<file path="src/ccgc_div_pipe.sv">
// Pipelined restoring divider, one quotient bit per register stage.
// Depends on nothing; the divisor and a sideband word travel with each word.
module ccgc_div_pipe #(
  parameter int QW = 17,
  parameter int RW = 14,
  parameter int SW = 9
) (
  input  logic          clk,
  input  logic          rst_n,
  input  logic          en,
  input  logic          in_valid,
  input  logic [RW-1:0] in_rem,
  input  logic [QW-1:0] in_low,
  input  logic [RW-1:0] in_div,
  input  logic [SW-1:0] in_side,
  output logic          out_valid,
  output logic [QW-1:0] out_quo,
  output logic [SW-1:0] out_side
);

  // The starting remainder must be below the divisor; each stage shifts in
  // one dividend bit from the top of wq and shifts one quotient bit in below.
  logic [QW-1:0] v_r;
  logic [RW-1:0] rem_r  [QW];
  logic [QW-1:0] wq_r   [QW];
  logic [RW-1:0] dv_r   [QW];
  logic [SW-1:0] side_r [QW];

  always_ff @(posedge clk) begin
    if (!rst_n) begin
      v_r <= '0;
    end else if (en) begin
      v_r <= {v_r[QW-2:0], in_valid};
    end
  end

  for (genvar i = 0; i < QW; i++) begin : g_stage
    logic [RW-1:0] rem_in;
    logic [QW-1:0] wq_in;
    logic [RW-1:0] dv_in;
    logic [SW-1:0] side_in;
    logic [RW:0]   rsh;
    logic [RW:0]   diff;
    logic          ge;
    logic [RW-1:0] rem_nxt;

    if (i == 0) begin : g_first
      assign rem_in  = in_rem;
      assign wq_in   = in_low;
      assign dv_in   = in_div;
      assign side_in = in_side;
    end else begin : g_next
      assign rem_in  = rem_r[i-1];
      assign wq_in   = wq_r[i-1];
      assign dv_in   = dv_r[i-1];
      assign side_in = side_r[i-1];
    end

    assign rsh     = {rem_in, wq_in[QW-1]};
    assign diff    = rsh - {1'b0, dv_in};
    assign ge      = (rsh >= {1'b0, dv_in});
    assign rem_nxt = ge ? diff[RW-1:0] : rsh[RW-1:0];

    always_ff @(posedge clk) begin
      if (en) begin
        rem_r[i]  <= rem_nxt;
        wq_r[i]   <= {wq_in[QW-2:0], ge};
        dv_r[i]   <= dv_in;
        side_r[i] <= side_in;
      end
    end
  end

  assign out_valid = v_r[QW-1];
  assign out_quo   = wq_r[QW-1];
  assign out_side  = side_r[QW-1];

endmodule

</file>
<file path="config.mk">
export PLATFORM = sky130hd
export DESIGN_NAME = ccgc_div_pipe
export DESIGN_NICKNAME = d
export VERILOG_FILES = /design/src/ccgc_div_pipe.sv
export SDC_FILE = /design/constraint.sdc
export NUM_CORES = 1
export LEC_CHECK = 0
export BUFFER_PORTS_ARGS = -buffer_cell sky130_fd_sc_hd__buf_2
export CORE_MARGIN = 2
export CORE_UTILIZATION = 55
export CTS_BUF_LIST = sky130_fd_sc_hd__clkbuf_2
export DETAILED_ROUTE_END_ITERATION = 7
export PLACE_DENSITY = 0.68
export SETUP_SLACK_MARGIN = 0.02
export SYNTH_ARGS = -nofsm -noshare
export SYNTH_HDL_FRONTEND = slang
export SYNTH_SLANG_ARGS = --single-unit
export TNS_END_PERCENT = 20
</file>
<file path="constraint.sdc">
create_clock -name clk -period 4.2 [get_ports clk]
set_input_delay 1.26 -clock clk [delete_from_list [all_inputs] [get_ports clk]]
set_output_delay 1.26 -clock clk [all_outputs]
set_load 0.005 [all_outputs]
</file>
==> flow_metrics.env, run 1 <==
export IMPL_place_ws_ns=0.231
export IMPL_cts_resized=0
export IMPL_grtUsageTotal_pct=19.1
export IMPL_insertion_delay_ns=1.45
export IMPL_ys_seq_elements=907
export IMPL_routed_wl_mm=73.0
export IMPL_critPathSlowestCell="or4_1"
export IMPL_startpoint_type="flip-flop"
export IMPL_r2r_start="rem_r[0][168]"
export IMPL_first_global_vias=24600
export IMPL_whs_ns=0.239
export IMPL_startpoint="rem_r[0][168]"
export IMPL_ctsHtreeMaxLevel=4
export IMPL_synth_flop_cell="edfxtp_1"
export IMPL_wl_met3_mm=3.72
export IMPL_p_comb_share_pct=35.8
export IMPL_synthesis_nets=3329
export IMPL_dpl_hpwl_mm=50.8
export IMPL_intPower_mw=19.3
export IMPL_synth_cell_area_sq_mm=0.0413
export IMPL_outcome="completed"
export IMPL_synth_top_cell_by_area="edfxtp_1"
export IMPL_cp_arrival_ns=4.66
export IMPL_grt_overflow_total=0
export IMPL_grt_first_pass_wirelength_mm=119
export IMPL_cpPeakStageDelay_ns=0.87
export IMPL_setup_slack_ns=0.676
export IMPL_crit_type="flip-flop to flip-flop"
export IMPL_avgRoutedWirePerCell_um=16.2
export IMPL_first_iter_violations=1553
export IMPL_rsz0062_at_grt="no"
export IMPL_gp_congestion=0.863
export IMPL_path_cells="ha_1 -> nor2b_4 -> o21a_1 -> o21ai_2 -> a21oi_2 -> a2111oi_4 -> a211oi_1 -> or4_1 -> mux2_4"
export IMPL_final_nets=3687
export IMPL_finalCritPeriodShare_pct=83.9
export IMPL_fin_skew_ns=0.0931
export IMPL_most_common_layout_cells="890 x edfxtp_1, 326 x clkbuf_2, 309 x inv_1"
export IMPL_worst_pin_slew_ns=0.939
export IMPL_ys_seq_area_share_pct=65.5
export IMPL_slew_headroom_pct=37.2
export IMPL_async_reset_ff_share_pct=0
export IMPL_antenna_found_initial=2
export IMPL_cts_buffers=215
export IMPL_power_leakage_nw=18.4
export IMPL_ctsHoldBuffers=51
export IMPL_final_common_cell="edfxtp_1"
export IMPL_multi_input_comb_area_sq_mm=0.0129
export IMPL_fmax_ghz=0.284
export IMPL_ios=85
export IMPL_power_frac_seq_pct=44.5
export IMPL_ys_types=71
export IMPL_synth_edf_count=890
export IMPL_drc=0
export IMPL_cts_setup_buffers=0
export IMPL_coreArea_sq_mm=0.0744
export IMPL_p_total_mw=29.4
export IMPL_grt_max_degree=95
export IMPL_setup_tns_final_ns=0
export IMPL_routedLengthMet1_mm=33.4
export IMPL_chipHeight_um=278
export IMPL_holdCritStartpoint="rst_n"
export IMPL_die_w_um=278
export IMPL_syn_to_final_growth_pct=11.0
export IMPL_dr_max_layer_used="met4"
export IMPL_n_fill_cell=5752
export IMPL_synth_area_top_cells="edfxtp_1 65%, ha_1 7.7%, inv_1 2.8%, mux2_2 2.8%, a21oi_1 2.3%"
export IMPL_min_path_type="input port to flip-flop"
export IMPL_crit_required_ns=5.33
export IMPL_num_vias=24400
export IMPL_report_final_slew_viol_count=0
export IMPL_p_sw_mw=10.1
export IMPL_critPathCaptureType="flip-flop"
export IMPL_hold_viol=0
export IMPL_maxCapViolCount=0
export IMPL_tritoncts="done"
export IMPL_initial_utilization_pct=55.5
export IMPL_clkTransAtPathRegs_ns=0.09
export IMPL_synth_warnings=0
export IMPL_syn_area_per_cell_sq_um=13.8
export IMPL_setup_violations_final=0
export IMPL_power_density_mw_per_mm2=642
export IMPL_vdd_drop_max_v=0.000227
export IMPL_ant_nets=0
export IMPL_synthCells=3001
export IMPL_wl_met2_mm=33.4
export IMPL_vias_per_cell=5.41
export IMPL_port_buffers=84
export IMPL_regArea_sq_mm=0.0271
export IMPL_p_sw_share_pct=34.5
export IMPL_firstDrtPassIters=5
export IMPL_cts_sinks=907
export IMPL_clockPowerShare_pct=19.7
export IMPL_min_period_ns=3.52
export IMPL_crit_fanout=15
export IMPL_fp_dieArea_sq_mm=0.0773
export IMPL_drive_gt1_share_pct=17.2
export IMPL_synth_top_area_share_pct=64.7
export IMPL_rows=100
export IMPL_root_buffer="clkbuf_2"
export IMPL_cts_buffer_depth=3
-- worst max-delay path, delay by kind of cell, from the launching register on --
family	cells	cell delay, ns
and+or+nand+nor	2	1.00
DFF	1	0.47
AOI/OAI and AO/OA	5	0.98
adders and majority gates	1	0.35
muxes	1	0.43
-- cell usage after synthesis, types with 19 or more instances --
| master | count |
|---|---|
| mux2_2 | 101 |
| nand3_1 | 28 |
| nand4_1 | 26 |
| nor3_1 | 37 |
| o21ai_0 | 157 |
| ha_1 | 254 |
| mux2i_1 | 30 |
| o21a_1 | 34 |
| edfxtp_1 | 890 |
| o31ai_1 | 19 |
| nor2_1 | 192 |
| xor2_1 | 56 |
| nand2b_1 | 31 |
| o21bai_1 | 19 |
| a21oi_1 | 191 |
| nor2b_1 | 48 |
| a21o_1 | 62 |
| nand2_1 | 148 |
| clkbuf_1 | 27 |
| xnor2_1 | 86 |
| inv_1 | 309 |
-- state kept, by name, indices dropped and copies added (netlist names) --
name and flops:
dv_r 224, v_r 17, side_r 153, rem_r 224, wq_r 289
-- path summary, 6_finish.rpt --
check	to	slack, ns	cells past startpoint
setup reg to reg	rem_r[0][187]	0.68	9
hold reg to reg	side_r[0][15]	0.36	0
hold / removal	v_r[11]	0.24	2
setup / recovery	rem_r[0][187]	0.68	9
-- per-stage QoR --
stage,util (%),cells,area (sq um)
after floorplan,-,3001,41300
after global placement,58.1,4060,43200
after detailed placement,58.1,4060,43200
after CTS,61.6,4507,45800
after global routing,61.6,4509,45800
final,61.6,4510,45800
-- layout make-up --
type	count	area share, %
Clock buffer	326	3.56
Multi-Input combinational cell	1751	28.2
Antenna cell	3	0.0164
Inverter	309	2.53
Sequential cell	907	59.0
Tap cell	969	2.64
Timing Repair Buffer	175	3.01
Clock inverter	70	1.01
-- power by group through the flow --
stage | Clock (mW) | Combinational, mW | Sequential (mW)
2_1_floorplan | 0 | 8.10 | 12.9
3_3_place_gp | 0 | 9.96 | 13.2
3_5_place_dp | 0 | 10.3 | 13.3
4_1_cts | 6.11 | 10.5 | 13.1
5_1_grt | 6.53 | 11.7 | 13.2
6_report | 5.80 | 10.5 | 13.1
-- per-layer routing --
metal | up-vias | track usage (%)
met2 | 696 | 29.9
met3 | 195 | 4.07
li1 | 12000 | -
met5 | - | 0
met4 | 0 | 9.48
met1 | 11500 | 25.5
-- cells by family after synthesis --
kind of cell / share of synthesized area [%]
compound gates: 9.36
fa+ha+maj: 8.47
xor+xnor: 3.01
buf+inv: 3.19
mux: 3.77
flops: 65.5
simple gates: 6.67
Power figures use the tool's default switching activity.
==> inputs of run 2 (changes only) <==
--- a/config.mk
+++ b/config.mk
@@ -5,6 +5,7 @@
 export SDC_FILE = /design/constraint.sdc
 export NUM_CORES = 1
 export LEC_CHECK = 0
+export ABC_AREA = 1
 export BUFFER_PORTS_ARGS = -buffer_cell sky130_fd_sc_hd__buf_2
 export CORE_MARGIN = 2
 export CORE_UTILIZATION = 55
==> constraint.sdc (replaced) <==
create_clock -name clk -period 3.25 [get_ports clk]
set_input_delay 0.975 -clock clk [delete_from_list [all_inputs] [get_ports clk]]
set_output_delay 0.975 -clock clk [all_outputs]
set_load 0.005 [all_outputs]
==> run 2 against run 1 <==
Against the previous run: cell count grew 40%; utilization is 0.18 points lower; first-iteration DRC count increased by 30%; synthesized area rose by 15%; sequential share of layout area shrank 7.3 points; global-route usage increased by 2.0 points; clock-buffer cell count down 21; combinational power grew 64%; total power grew 43%; clock power is 34% higher; die area up 14%; hold slack lost 0.022 ns; largest cell class unchanged.
==> flow_metrics.env, run 2 <==
export IMPL_outcome="completed"
export IMPL_synthCells=4579
export IMPL_grtUsageTotal_pct=21.2
export IMPL_grt_overflow_total=0
export IMPL_ys_seq_elements=907
export IMPL_report_final_slew_viol_count=0
export IMPL_syn_area_per_cell_sq_um=10.3
export IMPL_num_vias=30800
export IMPL_rsz0062_at_grt="no"
export IMPL_critPathCaptureType="output port"
export IMPL_cts_buffers=220
export IMPL_min_path_type="input port to flip-flop"
export IMPL_synth_flop_cell="edfxtp_1"
export IMPL_crit_buf_inv=1
export IMPL_final_core_util_pct=61.4
export IMPL_cts_buffer_depth=3
export IMPL_grt_first_pass_wirelength_mm=150
export IMPL_initial_utilization_pct=55.6
export IMPL_async_reset_ff_share_pct=0
export IMPL_ys_seq_area_share_pct=57.2
export IMPL_finalCritPeriodShare_pct=93.2
export IMPL_n_fill_cell=7201
export IMPL_ant_nets=0
export IMPL_crit_required_ns=2.27
export IMPL_avgRoutedWirePerCell_um=14.6
export IMPL_cpPeakStageDelay_ns=0.41
export IMPL_synth_warnings=0
export IMPL_vdd_drop_max_v=0.000445
export IMPL_root_buffer="clkbuf_2"
export IMPL_worst_pin_slew_ns=0.999
export IMPL_gp_congestion=0.894
export IMPL_grt_max_degree=90
export IMPL_critPathSlowestCell="edfxtp_1"
export IMPL_ys_types=43
export IMPL_power_leakage_nw=24.5
export IMPL_syn_to_final_growth_pct=10.5
export IMPL_first_iter_violations=2025
export IMPL_synth_area_top_cells="edfxtp_1 56%, nand2_1 9.5%, inv_1 7.3%, ha_1 6.7%, o21ai_2 2.1%"
export IMPL_largestRegisters="wq_r x289, dv_r x224, rem_r x224"
export IMPL_drc=0
export IMPL_cts_sinks=907
export IMPL_tritoncts="done"
export IMPL_routed_wl_mm=92.0
export IMPL_rows=107
export IMPL_die_w_um=297
export IMPL_most_common_layout_cells="1196 x nand2_1, 923 x inv_1, 890 x edfxtp_1"
export IMPL_final_nets=5310
export IMPL_synth_edf_count=890
export IMPL_netlist_top_cells_count="1196 x nand2_1, 923 x inv_1, 890 x edfxtp_1"
export IMPL_rrSetupSlack_ns=0.85
export IMPL_coreArea_sq_mm=0.0851
export IMPL_cts_setup_buffers=0
export IMPL_ios=85
export IMPL_largest_reg_flops=289
export IMPL_first_global_vias=30000
export IMPL_multi_input_comb_area_sq_mm=0.0163
export IMPL_place_ws_ns=0.329
export IMPL_antenna_found_initial=3
export IMPL_setup_slack_ns=0.220
export IMPL_synthesis_nets=4907
export IMPL_regMostFlops="wq_r"
export IMPL_final_common_cell="nand2_1"
export IMPL_whs_ns=0.216
export IMPL_chipHeight_um=297
export IMPL_hold_viol=0
export IMPL_dpl_hpwl_mm=67.3
export IMPL_synth_top_area_share_pct=56.5
export IMPL_cts_resized=0
export IMPL_min_period_ns=3.03
export IMPL_synthMostInstantiatedCell="nand2_1"
export IMPL_fmax_ghz=0.330
export IMPL_synth_cell_area_sq_mm=0.0473
export IMPL_ctsHtreeMaxLevel=4
export IMPL_startpoint_type="flip-flop"
export IMPL_vias_per_cell=4.88
export IMPL_insertion_delay_ns=1.55
export IMPL_regArea_sq_mm=0.0271
export IMPL_fin_skew_ns=0.116
export IMPL_path_cells="buf_2"
export IMPL_maxCapViolCount=0
export IMPL_firstDrtPassIters=6
export IMPL_synth_top_cell_by_area="edfxtp_1"
export IMPL_slew_headroom_pct=33.4
export IMPL_power_density_mw_per_mm2=803
export IMPL_crit_fanout=1
export IMPL_drive_gt1_share_pct=16.5
export IMPL_setup_violations_final=0
export IMPL_fp_dieArea_sq_mm=0.0884
export IMPL_cp_top_family="flip-flops"
export IMPL_cp_arrival_ns=2.06
export IMPL_crit_type="flip-flop to output port"
export IMPL_clkTransAtPathRegs_ns=0.09
export IMPL_port_buffers=84
## run 2: cell types whose count changed after synthesis, sizes merged, moves of 54 or more
cell | before | now
nand4 | 26 | 158
xnor2 | 86 | 26
nand3 | 28 | 248
mux2 | 109 | 0
a21o | 62 | 8
nor2 | 192 | 263
a21oi | 193 | 99
inv | 309 | 936
nand2 | 148 | 1307
## run 2: final cells by class
| class | instances | area share, % |
|---|---|---|
| antenna | 8 | 0.0383 |
| clock buffer | 305 | 2.92 |
| clock inverter | 82 | 1.12 |
| inverter | 937 | 6.73 |
| multi-input combinational | 2699 | 31.1 |
| sequential | 907 | 51.8 |
| tap | 1144 | 2.74 |
| timing repair buffer | 217 | 3.59 |
## run 2: where the power goes
part / internal (mW) / switching [mW]
logic: 6.18 / 11.1
registers: 15.7 / 1.21
clock network: 3.13 / 4.63
## run 2: metal layers
layer  share of wire (%)  GRT usage, %
met2                  47          34.3
met1                  46          28.7
met4                 2.2          7.59
met3                 4.5          3.81
met5                   0             0
## run 2: cell families (layout without fill, tap and decap cells)
| kind of cell | after synthesis | count (layout) | share of synthesized area (%) |
|---|---|---|---|
| AND/OR/NAND/NOR | 2038 | 2038 | 20.6 |
| buffers and inverters | 973 | 1541 | 8.41 |
| flip-flops | 907 | 907 | 57.2 |
| AO/OA/AOI/OAI | 279 | 279 | 4.32 |
| adder cells (fa/ha/maj) | 270 | 270 | 7.40 |
| XOR/XNOR | 112 | 112 | 2.07 |
| other | 0 | 8 | 0 |
## run 2: final timing paths
kind,end,cells after the start,start
worst min-delay path,wq_r[0][7],2,in_low[6]
worst max-delay path,out_quo[7],1,wq_r[16][7]
worst max register to register,rem_r[0][182],9,rem_r[0][176]
worst min register to register,wq_r[9][6],0,wq_r[8][5]
## run 2: timing repair
item | 4_1_cts | 5_1_grt
setup endpoints to repair | 7 | 0
hold buffers | 100 | 0
hold endpoints to repair | 415 | 0
## run 2: through the flow
step	cells	cell area, sq um	setup TNS [ns]	power, mW
after floorplan	4579	47300	0	30.7
after global placement	5804	49200	0	34.0
after detailed placement	5804	49200	0	34.3
after CTS	6291	52300	-0.0329	42.4
after global routing	6298	52300	0	45.5
final	6299	52300	0	42.0
